**src/hw/rtl/link_target_unescape_defines.svh**
```systemverilog
// Assertion macros for the link target unescaper.
`ifndef LINK_TARGET_UNESCAPE_DEFINES_SVH
`define LINK_TARGET_UNESCAPE_DEFINES_SVH

`ifndef ASSERT_OFF

`define LTU_ASSERT(lbl, clk, rst_n, prop) \
    lbl: assert property (@(posedge clk) disable iff (!rst_n) prop) \
        else $error("link_target_unescape assertion failed");

`define LTU_ASSERT_ALWAYS(lbl, clk, prop) \
    lbl: assert property (@(posedge clk) prop) \
        else $error("link_target_unescape assertion failed");

`else

`define LTU_ASSERT(lbl, clk, rst_n, prop)

`define LTU_ASSERT_ALWAYS(lbl, clk, prop)

`endif

`endif

```
**src/hw/rtl/ltu_pkg.sv**
```systemverilog
// Types, constants and character classes for the link target unescaper.
package ltu_pkg;

    typedef enum logic [1:0] {
        MODE_PLAIN   = 2'd0,
        MODE_PCT     = 2'd1,
        MODE_PCT_HEX = 2'd2,
        MODE_BSL     = 2'd3
    } t_mode;

    localparam logic [7:0] PCT_CHAR = 8'h25;
    localparam logic [7:0] BSL_CHAR = 8'h5C;
    localparam int unsigned MaxOut = 3;

    typedef struct packed {
        logic [2:0][7:0] bytes;
        logic [1:0]      count;
        t_mode           mode;
        logic [7:0]      held;
    } t_dec;

    function automatic logic is_hex(input logic [7:0] c);
        return (c inside {[8'h30:8'h39], [8'h41:8'h46], [8'h61:8'h66]});
    endfunction

    function automatic logic [3:0] hex_value(input logic [7:0] c);
        logic [7:0] v;
        v = 8'h00;
        if (c inside {[8'h30:8'h39]}) begin
            v = c - 8'h30;
        end else if (c inside {[8'h61:8'h66]}) begin
            v = c - 8'h57;
        end else if (c inside {[8'h41:8'h46]}) begin
            v = c - 8'h37;
        end
        return v[3:0];
    endfunction

    function automatic logic is_punct(input logic [7:0] c);
        return (c inside {[8'h21:8'h2F], [8'h3A:8'h40], [8'h5B:8'h60], [8'h7B:8'h7E]});
    endfunction

endpackage

```
**src/hw/rtl/ltu_decode.sv**
```systemverilog
// Combinational decode of one raw byte against the held escape state.
module ltu_decode (
    input  ltu_pkg::t_mode i_mode,
    input  logic [7:0]     i_held,
    input  logic [7:0]     i_byte,
    input  logic           i_last,
    output ltu_pkg::t_dec  o_dec
);
    import ltu_pkg::*;

    logic [7:0] v_b [4];
    logic [2:0] v_n;
    t_mode      v_mode;
    logic [7:0] v_held;
    logic       v_plain;

    always_comb begin
        v_b     = '{default: 8'h00};
        v_n     = 3'd0;
        v_mode  = i_mode;
        v_held  = i_held;
        v_plain = 1'b0;

        case (i_mode)
            MODE_PCT: begin
                if (is_hex(i_byte)) begin
                    v_held = i_byte;
                    v_mode = MODE_PCT_HEX;
                end else begin
                    v_b[v_n[1:0]] = PCT_CHAR;
                    v_n = v_n + 3'd1;
                    v_plain = 1'b1;
                end
            end
            MODE_PCT_HEX: begin
                if (is_hex(i_byte)) begin
                    v_b[v_n[1:0]] = {hex_value(i_held), hex_value(i_byte)};
                    v_n = v_n + 3'd1;
                    v_mode = MODE_PLAIN;
                end else begin
                    v_b[v_n[1:0]] = PCT_CHAR;
                    v_n = v_n + 3'd1;
                    v_b[v_n[1:0]] = i_held;
                    v_n = v_n + 3'd1;
                    v_plain = 1'b1;
                end
            end
            MODE_BSL: begin
                if (is_punct(i_byte)) begin
                    v_b[v_n[1:0]] = i_byte;
                    v_n = v_n + 3'd1;
                    v_mode = MODE_PLAIN;
                end else begin
                    v_b[v_n[1:0]] = BSL_CHAR;
                    v_n = v_n + 3'd1;
                    v_plain = 1'b1;
                end
            end
            default: begin
                v_plain = 1'b1;
            end
        endcase

        if (v_plain) begin
            if (i_byte == PCT_CHAR) begin
                v_mode = MODE_PCT;
            end else if (i_byte == BSL_CHAR) begin
                v_mode = MODE_BSL;
            end else begin
                v_mode = MODE_PLAIN;
                v_b[v_n[1:0]] = i_byte;
                v_n = v_n + 3'd1;
            end
        end

        if (i_last) begin
            case (v_mode)
                MODE_PCT: begin
                    v_b[v_n[1:0]] = PCT_CHAR;
                    v_n = v_n + 3'd1;
                end
                MODE_PCT_HEX: begin
                    v_b[v_n[1:0]] = PCT_CHAR;
                    v_n = v_n + 3'd1;
                    v_b[v_n[1:0]] = v_held;
                    v_n = v_n + 3'd1;
                end
                MODE_BSL: begin
                    v_b[v_n[1:0]] = BSL_CHAR;
                    v_n = v_n + 3'd1;
                end
                default: begin
                end
            endcase
            v_mode = MODE_PLAIN;
        end
    end

    // anything past the third word is dropped
    always_comb begin
        o_dec.bytes[0] = v_b[0];
        o_dec.bytes[1] = v_b[1];
        o_dec.bytes[2] = v_b[2];
        o_dec.count    = (v_n > 3'(MaxOut)) ? 2'(MaxOut) : v_n[1:0];
        o_dec.mode     = v_mode;
        o_dec.held     = v_held;
    end

endmodule

```
**src/hw/rtl/link_target_unescape.sv**
```systemverilog
// Top level of the link target unescaper: escape state and result buffer.
//
// Streaming percent and backslash unescaper for a link target. Each accepted
// byte is decoded in the cycle it is taken and yields zero to three output
// words, which are buffered and delivered one per cycle while i_out_ready is
// high. A byte is taken whenever the buffer is empty or is handing out its
// final word, so ordinary text moves at one byte per clock while i_out_ready
// is high; a byte that yields two or three words (a malformed escape or an
// end-of-target flush) holds the input while the buffer drains. o_in_ready
// depends on i_out_ready in the same cycle. o_run_end marks the last word
// caused by an input byte, and o_message_end the final word of the target.
module link_target_unescape (
    input  logic       i_clk,
    input  logic       i_rst_n,
    input  logic       i_in_valid,
    output logic       o_in_ready,
    input  logic [7:0] i_in_byte,
    input  logic       i_last_byte,
    output logic       o_out_valid,
    input  logic       i_out_ready,
    output logic [7:0] o_out_byte,
    output logic       o_run_end,
    output logic       o_message_end
);
    import ltu_pkg::*;

    `include "link_target_unescape_defines.svh"

    t_mode           r_mode, n_mode;
    logic [7:0]      r_held, n_held;
    logic [2:0][7:0] r_bytes, n_bytes;
    logic [1:0]      r_rem, n_rem;
    logic            r_last, n_last;
    t_dec            dec;
    logic            acc;
    logic            take;

    ltu_decode u_decode (
        .i_mode (r_mode),
        .i_held (r_held),
        .i_byte (i_in_byte),
        .i_last (i_last_byte),
        .o_dec  (dec)
    );

    assign o_out_valid   = (r_rem != 2'd0);
    assign take          = o_out_valid && i_out_ready;
    assign o_in_ready    = (r_rem == 2'd0) || ((r_rem == 2'd1) && i_out_ready);
    assign acc           = i_in_valid && o_in_ready;
    assign o_out_byte    = r_bytes[0];
    assign o_run_end     = (r_rem == 2'd1);
    assign o_message_end = (r_rem == 2'd1) && r_last;

    always_comb begin
        n_mode  = r_mode;
        n_held  = r_held;
        n_bytes = r_bytes;
        n_rem   = r_rem;
        n_last  = r_last;
        if (acc) begin
            n_mode  = dec.mode;
            n_held  = dec.held;
            n_bytes = dec.bytes;
            n_rem   = dec.count;
            n_last  = i_last_byte;
        end else if (take) begin
            n_bytes[0] = r_bytes[1];
            n_bytes[1] = r_bytes[2];
            n_rem      = r_rem - 2'd1;
        end
    end

    always_ff @(posedge i_clk) begin
        if (!i_rst_n) begin
            r_mode <= MODE_PLAIN;
            r_held <= 8'h00;
            r_rem  <= 2'd0;
        end else begin
            r_mode <= n_mode;
            r_held <= n_held;
            r_rem  <= n_rem;
        end
    end

    always_ff @(posedge i_clk) begin
        r_bytes <= n_bytes;
        r_last  <= n_last;
    end

    `LTU_ASSERT(a_last_gives_word, i_clk, i_rst_n, (acc && i_last_byte) |=> o_out_valid)
    `LTU_ASSERT(a_last_clears_mode, i_clk, i_rst_n, (acc && i_last_byte) |=> (r_mode == MODE_PLAIN))
    `LTU_ASSERT(a_hold_only_in_escape, i_clk, i_rst_n,
        (acc && (dec.count == 2'd0)) |=> (r_mode != MODE_PLAIN))
    `LTU_ASSERT_ALWAYS(a_msg_end_is_run_end, i_clk, o_message_end |-> (o_run_end && o_out_valid))

endmodule
```
**config.mk**
```make
export PLATFORM = sky130hd
export DESIGN_NAME = link_target_unescape
export DESIGN_NICKNAME = d
export VERILOG_FILES = /design/src/hw/rtl/ltu_pkg.sv /design/src/hw/rtl/ltu_decode.sv /design/src/hw/rtl/link_target_unescape.sv
export VERILOG_INCLUDE_DIRS = /design/src /design/src/hw/rtl
export SDC_FILE = /design/constraint.sdc
export NUM_CORES = 1
export LEC_CHECK = 0
export ABC_AREA = 1
export BUFFER_PORTS_ARGS = -buffer_cell sky130_fd_sc_hd__buf_2
export CAP_MARGIN = 20
export CORE_AREA = 2 2 139 114
export DETAILED_ROUTE_END_ITERATION = 8
export DIE_AREA = 0 0 141 116
export PLACE_DENSITY = 0.48
export SLEW_MARGIN = 20
export SYNTH_ARGS = -nofsm -noshare
export SYNTH_HDL_FRONTEND = slang
export SYNTH_SLANG_ARGS = --single-unit
```
**constraint.sdc**
```tcl
create_clock -name i_clk -period 2.9 [get_ports i_clk]
set_clock_uncertainty 0.05 [all_clocks]
set_input_delay 0.145 -clock i_clk [delete_from_list [all_inputs] [get_ports i_clk]]
set_output_delay 0.145 -clock i_clk [all_outputs]
set_load 0.02 [all_outputs]
```
# Word-level counts from Yosys, hierarchy flattened

Cells that the tools add are included.
W data, S select, Z words.

Flip-flop bits (word level): 37
Bits of input ports: 13
Output and inout bits: 12
Logic and storage cells: 138

Muxes and demuxes: 51
Order comparisons: 27
Eq/ne operators: 9
$add $sub $neg: 10
Reductions and logical operators: 25
Bitwise gates (word level): 9

Operators by type and width:

| operator              | count |
|---|---|
| $mux W32              | 4 |
| $pmux W32 S3          | 1 |
| $mux W8               | 9 |
| $bwmux W32            | 2 |
| $le A8 B7 Y1 const B  | 7 |
| $demux W8 S2          | 3 |
| $ge A8 B7 Y1 const B  | 6 |
| $ge A8 B6 Y1 const B  | 4 |
| $mux W16              | 2 |
| $le A8 B6 Y1 const B  | 3 |
| $mux W4               | 6 |
| $pmux W8 S3           | 1 |
| $mux W2               | 11 |
| $and A20 B20 Y20      | 1 |
| $not A20 Y20          | 1 |
| $logic_and A1 B1 Y1   | 17 |
| $and A16 B16 Y16      | 1 |
| $not A16 Y16          | 1 |
| $or A16 B16 Y16       | 1 |
| $sub A4 B3 Y4 const B | 4 |
| $mux W3               | 4 |
| $or A12 B12 Y12       | 1 |
| $add A3 B1 Y3 const B | 3 |
| $ge A3 B3 Y1 const B  | 3 |
| 21 further kinds      | 35 |

# Longest topological paths before layout

Depth in word-level cells: 20
Gate-level depth with buffers: 23
Mapped depth without buffers: 23

# Hierarchy

A second synthesis with hierarchy kept.

Cell total of the unflattened synthesis: 609
Area total of the unflattened synthesis: 3,867.5 sq um

Modules (own cells, without submodules):

| module               | area each (sq um) | seq. area each (sq um) | instances | cells each |
|---|---|---|---|---|
| ltu_decode           | 2,326.0           | 0.0                    | 1         | 454 |
| link_target_unescape | 1,541.5           | 991.0                  | 1         | 155 |

# Least setup slack after synthesis

No wires, ideal clock.

Kind: in2reg
Start: input port i_in_byte[1]
End: register r_bytes (netlist bit o_out_byte[7]) (data pin)
Slack: 0.198 ns
Data required time: 2.589 ns
Stages on the path: 22
Setup time: 0.261 ns
Data arrival time: 2.390 ns
Path buffers: 0
Cell sequence: inv_1 ha_1 inv_1 nand3_1 nor2_1 nor2_1 nand2_4 nand4_1 nand3b_4 nand2_4 inv_2 nand2_2 nand2_1 inv_1 ha_1 inv_1 nor2_4 nand2_1 nand2_1 inv_2 o211ai_1 a21oi_1

RTL lines:

| element                | RTL line                   | RTL |
|---|---|---|
| start: declaration     | link_target_unescape.sv:17 | `input logic [7:0] i_in_byte,` |
| end signal: assignment | link_target_unescape.sv:86 | `r_bytes <= n_bytes;` |
| end: declaration       | link_target_unescape.sv:31 | `logic [2:0][7:0] r_bytes, n_bytes;` |

==> flow_summary.rst <==
.. list-table::
   :header-rows: 1

   * - Metric
     - Value
   * - Yosys cell types
     - 42
   * - Wire length on met3
     - around 580 um
   * - Max-slew violation count
     - 0
   * - Power Internal
     - roughly 1.4 mW
   * - Post-synth top flop
     - edfxtp_1
   * - Starting Density
     - 0.247
   * - Global Route Usage Sum
     - 0.155
   * - Number of global-route vias before repair
     - about 3700
   * - Die Height
     - approximately 120 um
   * - H-tree depth
     - 2
   * - Peak clock frequency supported by timing
     - about 370 MHz
   * - Hold-fix buffers, CTS
     - 0
   * - Final Total Pwr
     - 2.24 mW
   * - Pre-antenna DRT Iters
     - 6
   * - Antenna Cells
     - 0
   * - Post-synthesis instance total
     - 550
   * - Met2 wire length
     - between 5000 and 6000 um
   * - # Max-Cap Violations
     - 0
   * - Most frequent cell after synthesis
     - nand2_1
   * - Post-synth net total
     - about 580
   * - Transition time at the pin with the least slew margin
     - slightly above 0.8 ns
   * - Max VDD drop
     - between 0.5 and 0.6 mV
   * - Standard cell core area
     - 14900 um^2
   * - Combined area of the multi-input logic cells
     - around 2300 um^2
   * - Worst slew slack as a fraction of its limit
     - 0.458
   * - Routed metal-1 wire length
     - around 6400 um
   * - DIE AREA
     - 16400 um^2
   * - Post-CTS setup buffers
     - 0
   * - Endpoints failing setup
     - 0
   * - Post-Syn Area per Cell
     - between 6 and 7 um^2
   * - Via density per instance
     - slightly below 5
   * - GPL Wtd Cong
     - approximately 0.9
   * - Sequential cell area fraction in the yosys report
     - 0.269
   * - Outcome
     - finished, final reports clean
   * - Area growth from synthesis to layout
     - 20.9%
   * - Wire length after detailed routing
     - between 10000 and 15000 um
   * - Power Density
     - around 500 nW/um^2
   * - Worst path slowest cell
     - dfxtp_2
   * - Buffers plus inverters on the worst setup path
     - 4
   * - Maximum number of pins on one net before global-route repair
     - 29
   * - # placed instances
     - approximately 800
   * - Final cell utilization of the core
     - 0.299
   * - Worst Setup Slack, final
     - 0.217 ns
   * - Clock sink count
     - 37
   * - Clock slew seen by the registers of the worst setup and hold paths
     - 0.06 ns
   * - DR DRC count
     - 0
   * - Delay of the slowest cell on the worst path
     - around 0.37 ns
   * - CP Launch Type
     - flip-flop
   * - Flip-flop and latch count after synthesis
     - 37
   * - Cells taking the most area after synthesis
     - edfxtp_1, nand2_1, dfxtp_1
   * - Violation count after the first detailed-route iteration
     - between 400 and 500
   * - List of cells traversed by the critical path
     - inv_1, ha_1, nand4_1, nand3b_4, nand2_4, inv_2, nand2_2, nand2_1, inv_1, ha_1, buf_4, o21ai_4, nand2_1, nand2_1, nand3_1, a21oi_1
   * - Final Cycle Share
     - 0.925
   * - Largest area contributor in the netlist
     - edfxtp_1
   * - Switching portion of total power
     - 0.355
   * - Cts bufs inserted
     - 5
   * - Most repeated library cell on the critical path
     - nand2_1
   * - Worst setup path class
     - flip-flop to flip-flop
   * - Highest Signal Layer
     - met4
   * - Worst min path class
     - input port to flip-flop
   * - Min Tclk post-route
     - approximately 2.7 ns
   * - CTS tree
     - built
   * - Max Buffers Root-to-Sink
     - 2
   * - Die span in x
     - 141 um
   * - Area fraction of the dominant cell type after synthesis
     - 0.204
   * - Total via count in the routed design
     - about 3900
   * - Endpoints failing hold
     - 0
   * - Dominant delay contributor by cell family on the critical path
     - simple AND/OR/NAND/NOR gates
   * - Worst slack, placed
     - around 0.0011 ns
   * - Setup Total Neg Slack
     - 0 ns
   * - Final standard cell count with taps included and fillers excluded
     - 794
   * - Area used by sequential logic in the layout
     - approximately 990 um^2
   * - Initial antenna violation count
     - 0
   * - Top Ports
     - 25
   * - ANT nets after route
     - 0
   * - Placement Rows
     - 40
   * - Wirelength per Cell
     - roughly 16 um
   * - Number of nets in the final layout
     - 636
   * - Required @ worst endpoint
     - 2.99 ns
   * - Fraction of layout instances using a drive strength above 1
     - 0.217
   * - Global-route wire length before repair
     - 19800 um
   * - Flop pwr share
     - 0.358
   * - Largest fanout of any net on the critical path
     - 5
   * - Post-detail-place hpwl
     - slightly above 10000 um
   * - Clock share of power
     - 0.314
   * - Grt total ovfl
     - 0
   * - Fraction of synthesis flops using an asynchronous set or reset pin
     - 0
   * - Gate power share
     - 0.328
   * - Leading post-synthesis cells by instance count
     - nand2_1, inv_1, o21ai_0
   * - Clock tree root driver cell
     - clkbuf_16
   * - Number of buffer cells added on primary ports
     - 24
   * - Number of fill cells in the layout
     - between 1500 and 2000
   * - Netlist area before placement
     - between 3000 and 4000 um^2
   * - Setup crit end kind
     - flip-flop
   * - Data arrival time of the critical path
     - 2.78 ns
   * - Reported net switching power
     - 0.794 mW
   * - Synth warnings
     - 0
   * - Unrepaired setup endpoints after global routing
     - no
   * - Clock latency on the worst-skew pair
     - just under 0.3 ns
   * - Leak
     - between 2 and 2.5 nW
   * - Number of enable flip-flop cells after synthesis
     - 25
## per-stage QoR
step / area (um^2) / hold slack [ns]
after floorplan: 3680 / 0.194
after global placement: 4240 / 0.407
after detailed placement: 4240 / 0.415
after CTS: 4430 / 0.113
after global routing: 4450 / 0.119
final: 4450 / 0.126
## kinds of logic after synthesis
logic type      Yosys count  share of synthesized area
simple gates            268                      0.353
flops                    37                      0.269
buf+inv                  97                      0.119
xor+xnor                  2                    0.00476
compound gates          127                      0.190
fa+ha+maj                19                     0.0646
## layout make-up
type	instances	share of cell area
multi-input combinational	416	0.510
inverter	74	0.0630
clock inverter	2	0.00873
sequential	37	0.223
timing repair buffer	70	0.108
tap	189	0.0532
clock buffer	6	0.0338
## routing by layer
| metal | vias up | track usage |
|---|---|---|
| met2 | 106 | 0.239 |
| met5 | - | 0 |
| met4 | 0 | 0.0340 |
| met1 | 1841 | 0.231 |
| li1 | 1921 | - |
| met3 | 13 | 0.0223 |
## flip-flops by register name, summed over array words and instances (netlist names)
name and count:
r_mode 2, r_bytes 16, r_held 8, o_out_byte 8, r_last 1, r_rem 2
## cell usage in the layout (no fill, tap or decap), drive strengths merged
cell type,netlist,routed
nor4,2,2
xor2,2,2
edfxtp,25,25
a41oi,1,1
or2,2,2
nand2,158,158
ha,19,19
o211ai,9,9
a21oi,45,45
o21a,2,2
nand3,45,45
o21bai,1,1
a22oi,1,1
a21boi,1,1
nor2,48,48
a211oi,1,1
bufinv,0,1
buf,16,70
dfxtp,12,12
o21ai,61,61
nand3b,2,2
a31oi,5,5
clkbuf,7,6
clkinv,2,2
nand4,8,8
inv,72,73
nor3,3,3
## path summary, 6_finish.rpt
kind | startpoint | end | slack [ns] | depth (start not counted)
worst min register to register | r_mode[0]$_SDFFE_PN0P_ | r_mode[0]$_SDFFE_PN0P_ | 0.45 | 2
worst max register to register | r_mode[0]$_SDFFE_PN0P_ | o_out_byte[3]$_DFFE_PP_ | 0.22 | 16
worst min-delay path | i_last_byte | r_last$_DFFE_PP_ | 0.13 | 1
worst max-delay path | r_mode[0]$_SDFFE_PN0P_ | o_out_byte[3]$_DFFE_PP_ | 0.22 | 16
## power by group through the flow
stage / Clock (mW) / Sequential (mW) / Combinational [mW]
final: 0.702 / 0.802 / 0.735
after global routing: 0.739 / 0.817 / 0.824
after CTS: 0.716 / 0.803 / 0.739
after detailed placement: 0 / 0.814 / 0.735
after global placement: 0 / 0.812 / 0.731
after floorplan: 0 / 0.795 / 0.534
## repair_timing
action                                 CTS  global route
resized for setup                        0             5
endpoints found under the hold margin    0             0
setup endpoints to repair                0            11
Note: power is estimated with default switching activity, not from simulation.
